--- src/sv/stq_pkg.sv ---
package stq_pkg;

    // input item modes
    localparam logic [1:0] MODE_TICK = 2'd0;
    localparam logic [1:0] MODE_SET  = 2'd1;
    localparam logic [1:0] MODE_STOP = 2'd2;
    localparam logic [1:0] MODE_READ = 2'd3;

    // result kinds
    localparam logic [1:0] KIND_SET_OK   = 2'd0;
    localparam logic [1:0] KIND_SET_FULL = 2'd1;
    localparam logic [1:0] KIND_EXPIRED  = 2'd2;
    localparam logic [1:0] KIND_REPORT   = 2'd3;

    // time constants
    localparam logic [63:0] TIME_ALL_ONES = 64'hFFFF_FFFF_FFFF_FFFF;
    localparam logic [63:0] TIME_SAT      = 64'hFFFF_FFFF_FFFF_FFFE;

    // most expiries emitted by one tick
    localparam int RESULT_CAP = 32;
    localparam int CNT_W      = $clog2(RESULT_CAP + 1);

    // stream widths
    localparam int IN_DATA_W  = 48;
    localparam int OUT_DATA_W = 80;

    // sequencer states
    typedef enum logic [1:0] {
        ST_IDLE,
        ST_EXEC,
        ST_TICK
    } stq_state_t;

    // command broadcast to every cell of the row
    typedef struct packed {
        logic insert;
        logic remove;
        logic stop_sel;
    } cell_cmd_t;

endpackage

--- src/sv/stq_cell.sv ---
module stq_cell #(
    parameter int SLOT_W = 5
) (
    input  logic               clk,
    input  logic               rst_n,
    input  stq_pkg::cell_cmd_t cmd,
    input  logic               shift_in,
    input  logic [63:0]        new_target,
    input  logic [SLOT_W-1:0]  new_slot,
    input  logic [7:0]         new_tag,
    input  logic [SLOT_W-1:0]  match_slot,
    input  logic               prev_valid,
    input  logic               prev_le,
    input  logic [63:0]        prev_target,
    input  logic [SLOT_W-1:0]  prev_slot,
    input  logic [7:0]         prev_tag,
    input  logic               next_valid,
    input  logic [63:0]        next_target,
    input  logic [SLOT_W-1:0]  next_slot,
    input  logic [7:0]         next_tag,
    output logic               valid,
    output logic [63:0]        target,
    output logic [SLOT_W-1:0]  slot,
    output logic [7:0]         tag,
    output logic               le,
    output logic               shift_out
);
    import stq_pkg::*;

    logic              valid_reg, valid_next;
    logic [63:0]       target_reg, target_next;
    logic [SLOT_W-1:0] slot_reg, slot_next;
    logic [7:0]        tag_reg, tag_next;
    logic              match;
    logic              shift;

    // local compares against the broadcast entry and slot
    assign le    = valid_reg && (target_reg <= new_target);
    assign match = valid_reg && (slot_reg == match_slot);
    assign shift = cmd.remove && (shift_in || (cmd.stop_sel && match));
    assign shift_out = shift;

    // next content: keep, take new, take from the left or from the right
    always_comb
    begin
        valid_next  = valid_reg;
        target_next = target_reg;
        slot_next   = slot_reg;
        tag_next    = tag_reg;
        if (cmd.insert && !le)
        begin
            if (prev_le)
            begin
                valid_next  = 1'b1;
                target_next = new_target;
                slot_next   = new_slot;
                tag_next    = new_tag;
            end
            else
            begin
                valid_next  = prev_valid;
                target_next = prev_target;
                slot_next   = prev_slot;
                tag_next    = prev_tag;
            end
        end
        else if (shift)
        begin
            valid_next  = next_valid;
            target_next = next_target;
            slot_next   = next_slot;
            tag_next    = next_tag;
        end
    end

    // valid flag
    always_ff @(posedge clk or negedge rst_n)
    begin
        if (!rst_n)
        begin
            valid_reg <= 1'b0;
        end
        else
        begin
            valid_reg <= valid_next;
        end
    end

    // entry payload
    always_ff @(posedge clk)
    begin
        target_reg <= target_next;
        slot_reg   <= slot_next;
        tag_reg    <= tag_next;
    end

    assign valid  = valid_reg;
    assign target = target_reg;
    assign slot   = slot_reg;
    assign tag    = tag_reg;

endmodule

--- config.mk ---
export PLATFORM = sky130hd
export DESIGN_NAME = stq_cell
export DESIGN_NICKNAME = d
export VERILOG_FILES = /design/src/sv/stq_pkg.sv /design/src/sv/stq_cell.sv
export SDC_FILE = /design/constraint.sdc
export NUM_CORES = 1
export LEC_CHECK = 0
export BUFFER_PORTS_ARGS = -buffer_cell sky130_fd_sc_hd__buf_2
export CAP_MARGIN = 20
export CORE_ASPECT_RATIO = 0.75
export CORE_MARGIN = 4
export CORE_UTILIZATION = 35
export DETAILED_ROUTE_END_ITERATION = 10
export PLACE_DENSITY_LB_ADDON = 0.12
export SETUP_SLACK_MARGIN = 0.2
export SYNTH_ARGS = -nofsm -noshare
export SYNTH_HDL_FRONTEND = slang
export SYNTH_SLANG_ARGS = --single-unit
--- constraint.sdc ---
create_clock -name clk -period 4.7 [get_ports clk]
set_input_delay 0.235 -clock clk [delete_from_list [all_inputs] [get_ports clk]]
set_output_delay 0.235 -clock clk [all_outputs]
set_load 0.02 [all_outputs]
==> key figures <==
Status
  – Result of the run: complete, no violations

Drt
  – Post-detailed-route DRC marker count: 0
  – Iteration count of the initial detailed-routing pass: 4
  – Total via count in the routed design: 4,966
  – DRC violation total after the first TritonRoute iteration: 146
  – Total detailed-routing wirelength: about 18 mm
  – Antenna viol nets, final: 0
  – Average via count per standard cell: about 4.8
  – Mean routed wirelength per cell: ~18 um

Clock network
  – Deepest level of the CTS H-tree: 3
  – Clk buf depth: 2
  – Clock tree from TritonCTS: yes
  – Clock Sink Count: 78
  – Buffer cell driving the clock tree root: clkbuf_16
  – Clock transition time at the flip-flop clock pins of the worst setup and hold paths: roughly 0.060 ns
  – Num CTS Buffers: 9
  – Clock Latency Late Sink: 0.33 ns
  – Number of setup buffers added after CTS: 0

GRT
  – Total global routing overflow: 0
  – Vias in the first global route: ~5.5k
  – Maximum number of pins on one net before global-route repair: 79
  – Number of antenna violations at the first check in global routing: 0
  – Overall routing resource usage: 18.7%
  – First-pass GRT wire length: between 20 and 30 mm

Critical path
  – Delay of the slowest cell on the worst path: between 0.5 and 0.6 ns
  – Slowest stage cell, crit path: nor4_2
  – Type of element capturing the critical path: register
  – Required time at the worst-slack endpoint: about 4.8 ns
  – Number of buffer and inverter instances along the worst setup path: 1
  – Crit Path Max Fanout: between 70 and 80
  – Data arrival time at the worst-slack endpoint: 3.53 ns
  – WS Path Type: reg -> reg
  – Startpoint class of the critical path: register
  – Cell family contributing the most delay on the critical path: simple AND/OR/NAND/NOR gates
  – Ordered list of cells on the worst path: ha_1 > nand4_1 > nor4_2 > nand4_1 > a31oi_1 > nor4_2 > nor3b_4 > buf_12 > mux2_2

Timing
  – Final clock skew: 0.00687 ns
  – Final critical-path share of the clock period: approximately three quarters
  – Transition time at the pin with the least slew margin: between 1 and 1.5 ns
  – Final hold violation count: 0
  – RSZ-0062 raised after global routing: false
  – Fmax: 290 MHz
  – Setup violators final: 0
  – Relative slew slack: between 20% and 30%
  – Final number of max-transition violations: 0
  – Final TNS setup: 0 ns
  – Minimum clock period: between 3 and 4 ns

Logic synthesis
  – Syn nets: 801
  – Largest cells by area after synthesis: edfxtp_1 (39%), mux2_2 (28%), ha_1 (13%)
  – Register area share after synthesis: about two fifths
  – Mapped Area: between 0.005 and 0.006 mm^2
  – Cell count after synthesis: around 500
  – EDFF count, synth: 77
  – Number of synthesized register bits: 78
  – Top flip-flop cell by instance count after synthesis: edfxtp_1
  – Largest area contributor in the synthesized netlist: edfxtp_1
  – Mapped Avg Cell Area: 12.1 um^2
  – Post-synthesis async set-or-reset flop share: under 10%
  – Fraction of post-synthesis cell area in the top cell type by area: approximately two fifths
  – Synth warn: 0
  – Post-synthesis cell type count: 42

Run
  – Count of max-cap constraint violations: 0

Finish
  – Fraction of final layout cells with drive strength greater than 1: 61.1%
  – Final Net Count: around 1.1k
  – Area grow syn2layout: 36.0%
  – Most common library cell in the layout ignoring fill and taps: buf_2
  – Fillers: approximately 1.5k
  – Number of flip-flops under the largest register name: 64
  – Commonest cells after routing, fill and taps aside: buf_2 (323), mux2_2 (146), edfxtp_1 (77)
  – Fraction of the core area covered by cells at the end of the flow: roughly half
  – Total inserted antenna cells: 0

Pwr
  – Switching power summed over all nets: slightly above 0.0009 W
  – Pwr Density: between 300 and 400 mW/mm^2
  – Sequential share of power: approximately 37%
  – Internal Power: between 0.0015 and 0.002 W
  – Leakage: between 3 and 4 nW
  – Combinational share of power: 37.3%
  – Maximum vdd drop: approximately 0.00016 V
  – Switching share of total power: 33.5%
  – Clock network fraction of design power: between 20% and 30%

Floorplanning
  – Die height: 121 um
  – Die Footprint: between 0.015 and 0.02 mm^2
  – FP Rows: 40
  – CORE AREA: ~0.016 mm^2
  – I/O pin count: approximately 330
  – Initial cell density of the core: between 30% and 40%
  – Width of the die: between 150 and 200 um

Place
  – Number of buffers added on ports: between 300 and 400
  – Routability-driven placement congestion ratio: 0.816
  – Estimated wirelength of the detail-placed design: 14.8 mm

Min path
  – Kind of path behind the tightest hold check: in -> reg
-- final timing paths --
| path | slack, ns | depth (start not counted) | end | from |
|---|---|---|---|---|
| worst max-delay path | 1.25 | 9 | target[50] | target[62] |
| worst min-delay path | 0.18 | 3 | valid | prev_valid |
| worst max register to register | 1.25 | 9 | target[50] | target[62] |
| worst min register to register | 0.72 | 2 | valid | valid |
| max in group asynchronous | 4.39 | 2 | valid | rst_n |
| min in group asynchronous | 0.23 | 2 | valid | rst_n |
-- per-stage QoR --
stage | std cells | power (W) | area [um^2] | hold slack (ns) | worst slack, ns
after global routing | 1028 | 0.00290 | 8090 | 0.190 | 0.857
after floorplan | 492 | 0.00167 | 5950 | -0.0606 | 0.856
final | 1028 | 0.00272 | 8090 | 0.181 | 1.25
after global placement | 1011 | 0.00204 | 7790 | 0.0134 | 1.13
after detailed placement | 1011 | 0.00205 | 7790 | 0.0132 | 1.11
after CTS | 1028 | 0.00277 | 8090 | 0.165 | 1.10
-- cell families (layout without fill, tap and decap cells) --
logic type	after synthesis	in the layout	share of synthesized area, %
adders and majority gates	64	64	13.5
xor gates and xnor gates	5	5	0.736
buffers and inverters	82	408	5.59
DFF	78	78	39.3
muxes	156	156	30.0
and+or+nand+nor	57	57	5.70
AOI/OAI and AO/OA	50	50	5.24
-- routing by layer --
metal | GRT usage (%) | part of all wire (%)
met4 | 3.89 | 1.1
met5 | 0 | 0
met1 | 21.4 | 40
met3 | 5.53 | 7.9
met2 | 34.2 | 51
-- tightest hold or removal path: cells and delay by family --
family	cells	cell delay, ns
simple gates	1	0.03
mux	1	0.12
buf+inv	1	0.08
-- final cells by class --
cell class / instances / area [um^2] / area share [%]
Multi-Input combinational cell: 332 / 3280 / 40.6
Sequential cell: 78 / 2340 / 28.9
Timing Repair Buffer: 327 / 1670 / 20.7
Tap cell: 210 / 263 / 3.25
Inverter: 65 / 244 / 3.02
Clock buffer: 9 / 225 / 2.78
Clock inverter: 7 / 65.1 / 0.804
-- power groups by stage --
stage          combinational [W]  clock, W  sequential (W)
6_report                 0.00101  0.000694         0.00101
5_1_grt                  0.00112  0.000749         0.00103
4_1_cts                  0.00104  0.000719         0.00101
3_5_place_dp             0.00103         0         0.00103
3_3_place_gp             0.00101         0         0.00102
2_1_floorplan           0.000501         0         0.00117
-- synthesized netlist by cell type (4+ instances only) --
cell	n
edfxtp_1	77
ha_1	64
nand2_1	13
nand4_1	14
o21ai_0	8
nand3_1	6
mux2_4	8
a21o_1	5
mux2_2	146
nor2_1	6
clkbuf_1	9
inv_1	65
buf_2	5
a21oi_1	23
xor2_1	4
-- what timing repair did --
item | in CTS | in global routing
hold endpoints to repair | 1 | 0
resized for setup | 0 | 0
hold buffers | 1 | 0
Power figures use the tool's default switching activity.
