[src/sv/stq_pkg.sv]
package stq_pkg;

    // input item modes
    localparam logic [1:0] MODE_TICK = 2'd0;
    localparam logic [1:0] MODE_SET  = 2'd1;
    localparam logic [1:0] MODE_STOP = 2'd2;
    localparam logic [1:0] MODE_READ = 2'd3;

    // result kinds
    localparam logic [1:0] KIND_SET_OK   = 2'd0;
    localparam logic [1:0] KIND_SET_FULL = 2'd1;
    localparam logic [1:0] KIND_EXPIRED  = 2'd2;
    localparam logic [1:0] KIND_REPORT   = 2'd3;

    // time constants
    localparam logic [63:0] TIME_ALL_ONES = 64'hFFFF_FFFF_FFFF_FFFF;
    localparam logic [63:0] TIME_SAT      = 64'hFFFF_FFFF_FFFF_FFFE;

    // most expiries emitted by one tick
    localparam int RESULT_CAP = 32;
    localparam int CNT_W      = $clog2(RESULT_CAP + 1);

    // stream widths
    localparam int IN_DATA_W  = 48;
    localparam int OUT_DATA_W = 80;

    // sequencer states
    typedef enum logic [1:0] {
        ST_IDLE,
        ST_EXEC,
        ST_TICK
    } stq_state_t;

    // command broadcast to every cell of the row
    typedef struct packed {
        logic insert;
        logic remove;
        logic stop_sel;
    } cell_cmd_t;

endpackage

[src/sv/stq_slots.sv]
module stq_slots #(
    parameter int SLOT_COUNT = 32,
    parameter int SLOT_W     = 5
) (
    input  logic                  clk,
    input  logic                  rst_n,
    input  logic                  set_en,
    input  logic [SLOT_W-1:0]     set_idx,
    input  logic                  clr_en,
    input  logic [SLOT_W-1:0]     clr_idx,
    output logic                  free_found,
    output logic [SLOT_W-1:0]     free_idx,
    output logic [SLOT_COUNT-1:0] busy
);
    import stq_pkg::*;

    logic [SLOT_COUNT-1:0] busy_reg, busy_next;

    // lowest free slot
    always_comb
    begin
        free_found = 1'b0;
        free_idx   = '0;
        for (int i = SLOT_COUNT - 1; i >= 0; i--)
        begin
            if (!busy_reg[i])
            begin
                free_found = 1'b1;
                free_idx   = SLOT_W'(i);
            end
        end
    end

    // claim and release
    always_comb
    begin
        busy_next = busy_reg;
        if (set_en)
        begin
            busy_next[set_idx] = 1'b1;
        end
        if (clr_en)
        begin
            busy_next[clr_idx] = 1'b0;
        end
    end

    always_ff @(posedge clk or negedge rst_n)
    begin
        if (!rst_n)
        begin
            busy_reg <= '0;
        end
        else
        begin
            busy_reg <= busy_next;
        end
    end

    assign busy = busy_reg;

endmodule

[config.mk]
export PLATFORM = sky130hd
export DESIGN_NAME = stq_slots
export DESIGN_NICKNAME = d
export VERILOG_FILES = /design/src/sv/stq_pkg.sv /design/src/sv/stq_slots.sv
export SDC_FILE = /design/constraint.sdc
export NUM_CORES = 1
export LEC_CHECK = 0
export ABC_AREA = 1
export BUFFER_PORTS_ARGS = -buffer_cell sky130_fd_sc_hd__buf_4
export CELL_PAD_IN_SITES_DETAIL_PLACEMENT = 1
export CELL_PAD_IN_SITES_GLOBAL_PLACEMENT = 2
export CORE_AREA = 5 5 84 86
export DETAILED_ROUTE_END_ITERATION = 16
export DIE_AREA = 0 0 89 91
export PLACE_DENSITY_LB_ADDON = 0.25
export SYNTH_ARGS = -nofsm -noshare
export SYNTH_HDL_FRONTEND = slang
export SYNTH_SLANG_ARGS = --single-unit
[constraint.sdc]
create_clock -name clk -period 2.5 [get_ports clk]
set_input_delay 0.5 -clock clk [delete_from_list [all_inputs] [get_ports clk]]
set_output_delay 0.5 -clock clk [all_outputs]
set_load 0.01 [all_outputs]
==> results of run 1 <==
## worst register-to-register path: stages, from the launching register on
cell and delay [ns]:
dfrtp_1 0.38, buf_4 0.16, a21oi_1 0.12, a21oi_1 0.06
## cell type report
cell class	instances	area [um2]	area share, %
sequential	32	801	34.5
multi-input combinational	167	795	34.2
timing repair buffer	65	488	21.0
tap	77	96.3	4.15
clock buffer	6	72.6	3.13
inverter	17	63.8	2.75
clock inverter	1	5.00	0.216
## timing repair
action / 4_1_cts / 5_1_grt
setup buffers: 1 / 1
gates resized for setup: 1 / 6
endpoints found under the hold margin: 0 / 0
pin swaps: 3 / 10
endpoints found under the setup margin: 2 / 2
gates cloned: 0 / 0
## cell families after synthesis
| group | Yosys count | share of synthesized area (%) |
|---|---|---|
| AOI/OAI and AO/OA | 71 | 22.4 |
| and+or+nand+nor | 96 | 24.6 |
| buffers and inverters | 17 | 3.92 |
| DFF | 32 | 49.2 |
## power groups by stage
stage	Sequential, mW	Clock [mW]	Combinational, mW
after global routing	0.793	0.409	0.764
after floorplan	0.823	0	0.232
after detailed placement	0.782	0	0.670
after global placement	0.783	0	0.662
final	0.771	0.374	0.676
after CTS	0.774	0.385	0.681
## worst max-delay path by stage
stage,from,cells past startpoint,endpoint,slack (ns)
2_1_floorplan,busy[31],31,free_idx[0],0.001
3_3_place_gp,busy[31],32,free_idx[0],-0.15
3_5_place_dp,busy[31],32,free_idx[0],-0.17
4_1_cts,busy[31],32,free_idx[0],-0.49
5_1_grt,busy[31],32,free_idx[0],-0.88
6_report,busy[31],32,free_idx[0],-0.43
## routing by layer
layer  global-route usage, %  share of wire [%]
met5                       0                  0
met4                    5.21                1.6
met3                    2.90                4.4
met2                    24.7                 45
met1                    23.3                 49
## cells in the final DEF (no fill, tap or decap)
cell type / count
a21oi_1: 66
buf_4: 65
nand2_1: 48
dfrtp_1: 32
nor3_1: 22
inv_1: 17
nor2_1: 17
clkbuf_8: 5
nand4_1: 3
nand3_1: 2
nand3_2: 2
o21ai_0: 1
a21oi_2: 1
nand2_2: 1
a31oi_4: 1
nor2_2: 1
o21bai_1: 1
a31oi_1: 1
clkinv_2: 1
clkbuf_1: 1
## stage by stage
stage	setup TNS (ns)	cell area, um2
floorplan	0	1630
global placement	-0.150	2210
detailed placement	-0.166	2210
CTS	-0.778	2300
global route	-1.24	2320
finish	-0.542	2320
==> summary.md, run 1 <==
| Metric | Value |
|---|---|
| Status | `finished, violations left` |
| Failing checks | `setup timing` |
| RSZ-0062 raised after global routing | `true` |
| TritonCTS Buffers | `5` |
| Reg2Reg Launch Point | `busy[30]` |
| CTS H-tree depth | `2` |
| R2r worst-path depth | `3` |
| DRC errors left | `0` |
| Crit path kind | `flop to output port` |
| Reg power frac | `~42%` |
| Layout cells sized above 1 | `26.7%` |
| Async set or reset register ratio after synthesis | `100%` |
| Overflow after GRT | `0` |
| Core area | `6200 um2` |
| Vias in the first global route | `1940` |
| DR vias/cell | `approximately 5` |
| Final hold violation count | `0` |
| Internal | `approximately 1.2 mW` |
| Slew Limit Fails | `0` |
| Crit Reg-Reg Endpoint | `busy[30]` |
| DP Cell Count | `358` |
| GRT Overall Usage | `about 16%` |
| Post-layout util | `approximately 37%` |
| Post-Synthesis Cells | `around 220` |
| Final setup fails | `2` |
| Power Total | `1.82 mW` |
| Root Buffer | `clkbuf_8` |
| I/O pins | `52` |
| Worst slew pin tran | `~0.76 ns` |
| Pin count of the biggest net entering global routing | `33` |
| Crit path launch type | `flop` |
| Synth top area share | `49.2%` |
| CP Data Arrival Time | `roughly 2.4 ns` |
| Commonest cells post-synth | `a21oi_1 (66), nand2_1 (49), dfrtp_1 (32), nor3_1 (22), nor2_1 (18)` |
| Antenna Nets Post-Route | `0` |
| Worst-Skew Late Latency | `approximately 0.28 ns` |
| Setup ws final | `-0.429 ns` |
| PD cells | `784 nW/um2` |
| Placer's final routability congestion estimate | `roughly 0.73` |
| Leak Pwr | `approximately 1.1 nW` |
| Layout overhead on the synthesized area | `42.5%` |
| Reg clk slew, reported paths | `approximately 0.06 ns` |
| DIE WIDTH | `89 um` |
| Max-Cap Viols | `0` |
| VDD IR max | `around 0.34 mV` |
| Crit path top cell by count | `nand2_1` |
| Sw Ratio | `36.6%` |
| Clk sink count | `32` |
| CP max stage cell | `dfrtp_1` |
| Most frequent cell after synthesis | `a21oi_1` |
| TritonCTS clock tree | `done` |
| First-pass detailed-route iteration total | `4` |
| Req. time, crit path | `~2.0 ns` |
| First-pass GRT wire length | `just over 10 mm` |
| Flop-to-flop setup slack | `~1.6 ns` |
| Logic pwr share | `between 30 and 40%` |
| Chip Height | `between 90 and 100 um` |
| Antenna cell count | `0` |
| Worst Setup End Kind | `output port` |
| Post-route minimum period | `approximately 2.9 ns` |
| Main synth FF type | `dfrtp_1` |
| EDFF count, synth | `0` |
| Min Hold Slack | `0.150 ns` |
| Relative slew slack | `49.4%` |
| HP Class | `primary input to asynchronous set/reset pin` |
| Crit-path max FO | `2` |
| Avg Cell Area, Syn | `7.54 um2` |
| Synth unique cells | `12` |
| CP peak stage delay | `~0.37 ns` |
| FMAX | `roughly 0.34 GHz` |
| Clock Skew | `0 ns` |
| HPWL after DPL | `~4.6 mm` |
| Buf+Inv Stages, Crit Path | `2` |
| Area of the mapped netlist | `about 1600 um2` |
| Syn nets | `230` |
| Post-placement worst setup slack | `-0.166 ns` |
| Fillers | `between 700 and 800` |
| Post-synthesis sequential area ratio | `about half` |
| Initial antenna violation count | `0` |
| WL final | `~6.0 mm` |
| Detailed router's first-iteration violation count | `between 70 and 80` |
| Vias | `1805` |
| Die Area | `8100 um2` |
| Initial Utilization | `roughly a quarter` |
| DR WL/cell | `roughly 16 um` |
| Post-route clock period utilization | `117%` |
| Clock power frac | `just over 20%` |
| Flip-flop count of the largest register, all copies and words added | `32` |
| Layout Nets | `approximately 300` |
| Top cells by area, synth | `dfrtp_1 (49%), a21oi_1 (20%), nand2_1 (11%)` |
| Num rows | `29` |
| Number of warning messages in the yosys log | `0` |
| Deepest clock path buffer count | `2` |
| FF+latch count, synth | `32` |
| Non-filler cells, final | `365` |
| CTS hold repair buffers | `0` |
| Psw | `0.666 mW` |
| Port buffer count | `slightly above 50` |
| Top cell type by total area after synthesis | `dfrtp_1` |
| Cell family with the largest share of critical-path delay | `simple AND/OR/NAND/NOR gates` |
(Power assumes the default switching activity.)
==> run 2, diff against run 1 <==
PLACE_DENSITY_LB_ADDON = 0.1   (was 0.25)
==> run 2 against run 1 <==
- the flow still finishes with violations (setup timing)
- sequential cell count unchanged
- first-iteration DRC count shrank 18%
- register-to-register slack lost 0.29 ns
- maximum frequency fell by 1.2%
- setup slack worse by 0.036 ns
- critical endpoint unchanged
- worst hold slack improved by 0.0030 ns
- non-clock buffer count grew 4
==> summary.md, run 2 (synthesis results as in run 1) <==
| Metric | Value |
|---|---|
| Status | `finished, violations left` |
| Failing checks | `setup timing` |
| Sw Ratio | `35.6%` |
| Worst Setup End Kind | `output port` |
| Post-route minimum period | `2.96 ns` |
| DRC errors left | `0` |
| Vias | `around 1.8k` |
| Detailed router's first-iteration violation count | `59` |
| Die Area | `around 8000 um2` |
| Fin area | `2370 um2` |
| Final setup fails | `2` |
| Power Total | `1.88 mW` |
| Post-placement worst setup slack | `-0.194 ns` |
| Initial Utilization | `around a quarter` |
| Antenna cell count | `0` |
| R2r worst-path depth | `6` |
| HP Class | `primary input to asynchronous set/reset pin` |
| Overflow after GRT | `0` |
| Max-Cap Viols | `0` |
| Port buffer count | `between 50 and 60` |
| Final hold violation count | `0` |
| Reg2Reg Launch Point | `busy[31]` |
| Layout cells sized above 1 | `28.0%` |
| RSZ-0062 raised after global routing | `true` |
| Worst slew pin tran | `approximately 0.76 ns` |
| Crit Reg-Reg Endpoint | `busy[31]` |
| Worst-Skew Late Latency | `0.28 ns` |
| Req. time, crit path | `about 2 ns` |
| WL final | `6.15 mm` |
| Setup ws final | `-0.464 ns` |
| Layout Nets | `between 300 and 400` |
| CP Data Arrival Time | `about 2.5 ns` |
| Crit-path max FO | `2` |
| DIE WIDTH | `~90 um` |
| First-pass GRT wire length | `approximately 10 mm` |
| Num rows | `29` |
| GRT Overall Usage | `~17%` |
| CP max stage cell | `dfrtp_1` |
| VDD IR max | `a little under 0.3 mV` |
| Relative slew slack | `about half` |
| Placer's final routability congestion estimate | `~0.76` |
| CTS H-tree depth | `2` |
| Commonest non-fill, non-tap cell in the layout | `buf_4` |
| DR vias/cell | `about 4.8` |
| Flop-to-flop setup slack | `1.34 ns` |
| FMAX | `~0.34 GHz` |
| Crit path top cell by count | `nand2_1` |
| Psw | `0.668 mW` |
| Clk sink count | `32` |
| TritonCTS Buffers | `5` |
| I/O pins | `52` |
| Vias in the first global route | `1905` |
| Crit path kind | `flop to output port` |
| Post-route clock period utilization | `119%` |
| TritonCTS clock tree | `done` |
| CP peak stage delay | `0.38 ns` |
| Clock Skew | `0 ns` |
| Layout overhead on the synthesized area | `45.3%` |
| PD cells | `a little under 800 nW/um2` |
| HPWL after DPL | `4.59 mm` |
| Clock power frac | `between 20% and 30%` |
| Leak Pwr | `1.14 nW` |
| Reg clk slew, reported paths | `0.07 ns` |
| Min Hold Slack | `between 0.15 and 0.2 ns` |
| Logic pwr share | `between 30% and 40%` |
| Chip Height | `just over 90 um` |
| First-pass detailed-route iteration total | `4` |
| Core area | `between 6000 and 7000 um2` |
| Start point of the critical path | `busy[31]` |
| Antenna Nets Post-Route | `0` |
| Reg power frac | `40.6%` |
| Crit path launch type | `flop` |
| Deepest clock path buffer count | `2` |
| Internal | `roughly 1.2 mW` |
| Initial antenna violation count | `0` |
| Flip-flop count of the largest register, all copies and words added | `32` |
| Slew Limit Fails | `0` |
| Commonest non-fill, non-tap cells in the layout | `buf_4 (66), a21oi_1 (65), nand2_1 (48)` |
| Pin count of the biggest net entering global routing | `33` |
| Placed cell area | `2220 um2` |
| DR WL/cell | `~17 um` |
| Root Buffer | `clkbuf_8` |
## run 2: changes by cell type in the layout (fill, tap and decap cells not counted)
cell      before  now
clkinv_2       1    0
a21oi_2        1    2
o21ai_2        0    1
a31oi_1        1    2
buf_6          0    3
clkbuf_8       5    6
buf_4         65   66
o21ai_0        1    0
a31oi_4        1    0
clkbuf_1       1    2
a21oi_1       66   65
## run 2: power by group through the flow
stage                     logic, mW  clock network (mW)  registers [mW]
after floorplan               0.232                   0           0.823
after global placement        0.670                   0           0.774
after detailed placement      0.675                   0           0.774
after CTS                     0.696               0.426           0.767
after global routing          0.784               0.460           0.785
final                         0.699               0.415           0.763
## run 2: cell type report
class	instances	area [um2]
repair buffers	69	529
fillers	781	3840
inverters	17	63.8
well taps	77	96.3
multi-input cells	167	787
clock buffers	8	90.1
flip-flops and latches	32	801
## run 2: worst max-delay path: cells and delay by family (launching register included)
kind | cells | cell delay, ns
buffers and inverters | 2 | 0.19
and+or+nand+nor | 29 | 1.51
DFF | 1 | 0.38
AOI/OAI and AO/OA | 1 | 0.11
## run 2: per-layer routing
metal	track usage (%)	wire, um
met1	23.7	2900
met2	25.0	2830
met3	3.62	336
met4	4.59	87
met5	0	0
## run 2: worst max path at each step
stage	slack [ns]	to	depth (start not counted)
floorplan	0.001	free_idx[0]	31
global placement	-0.18	free_idx[0]	32
detailed placement	-0.19	free_idx[0]	32
CTS	-0.51	free_idx[0]	32
global route	-0.82	free_idx[0]	32
finish	-0.46	free_idx[0]	32
## run 2: through the flow
step,utilization [%],instances,setup TNS (ns)
floorplan,-,216,0
global placement,35.8,359,-0.183
detailed placement,35.8,359,-0.194
CTS,37.7,369,-0.984
global route,38.2,370,-1.46
finish,38.2,370,-0.911
## run 2: what timing repair did
| item | 4_1_cts | 5_1_grt |
|---|---|---|
| hold buffers | 0 | 0 |
| pin swaps | 11 | 2 |
| endpoints found under the setup margin | 2 | 3 |
| setup buffers | 2 | 1 |
| gates resized for setup | 4 | 6 |
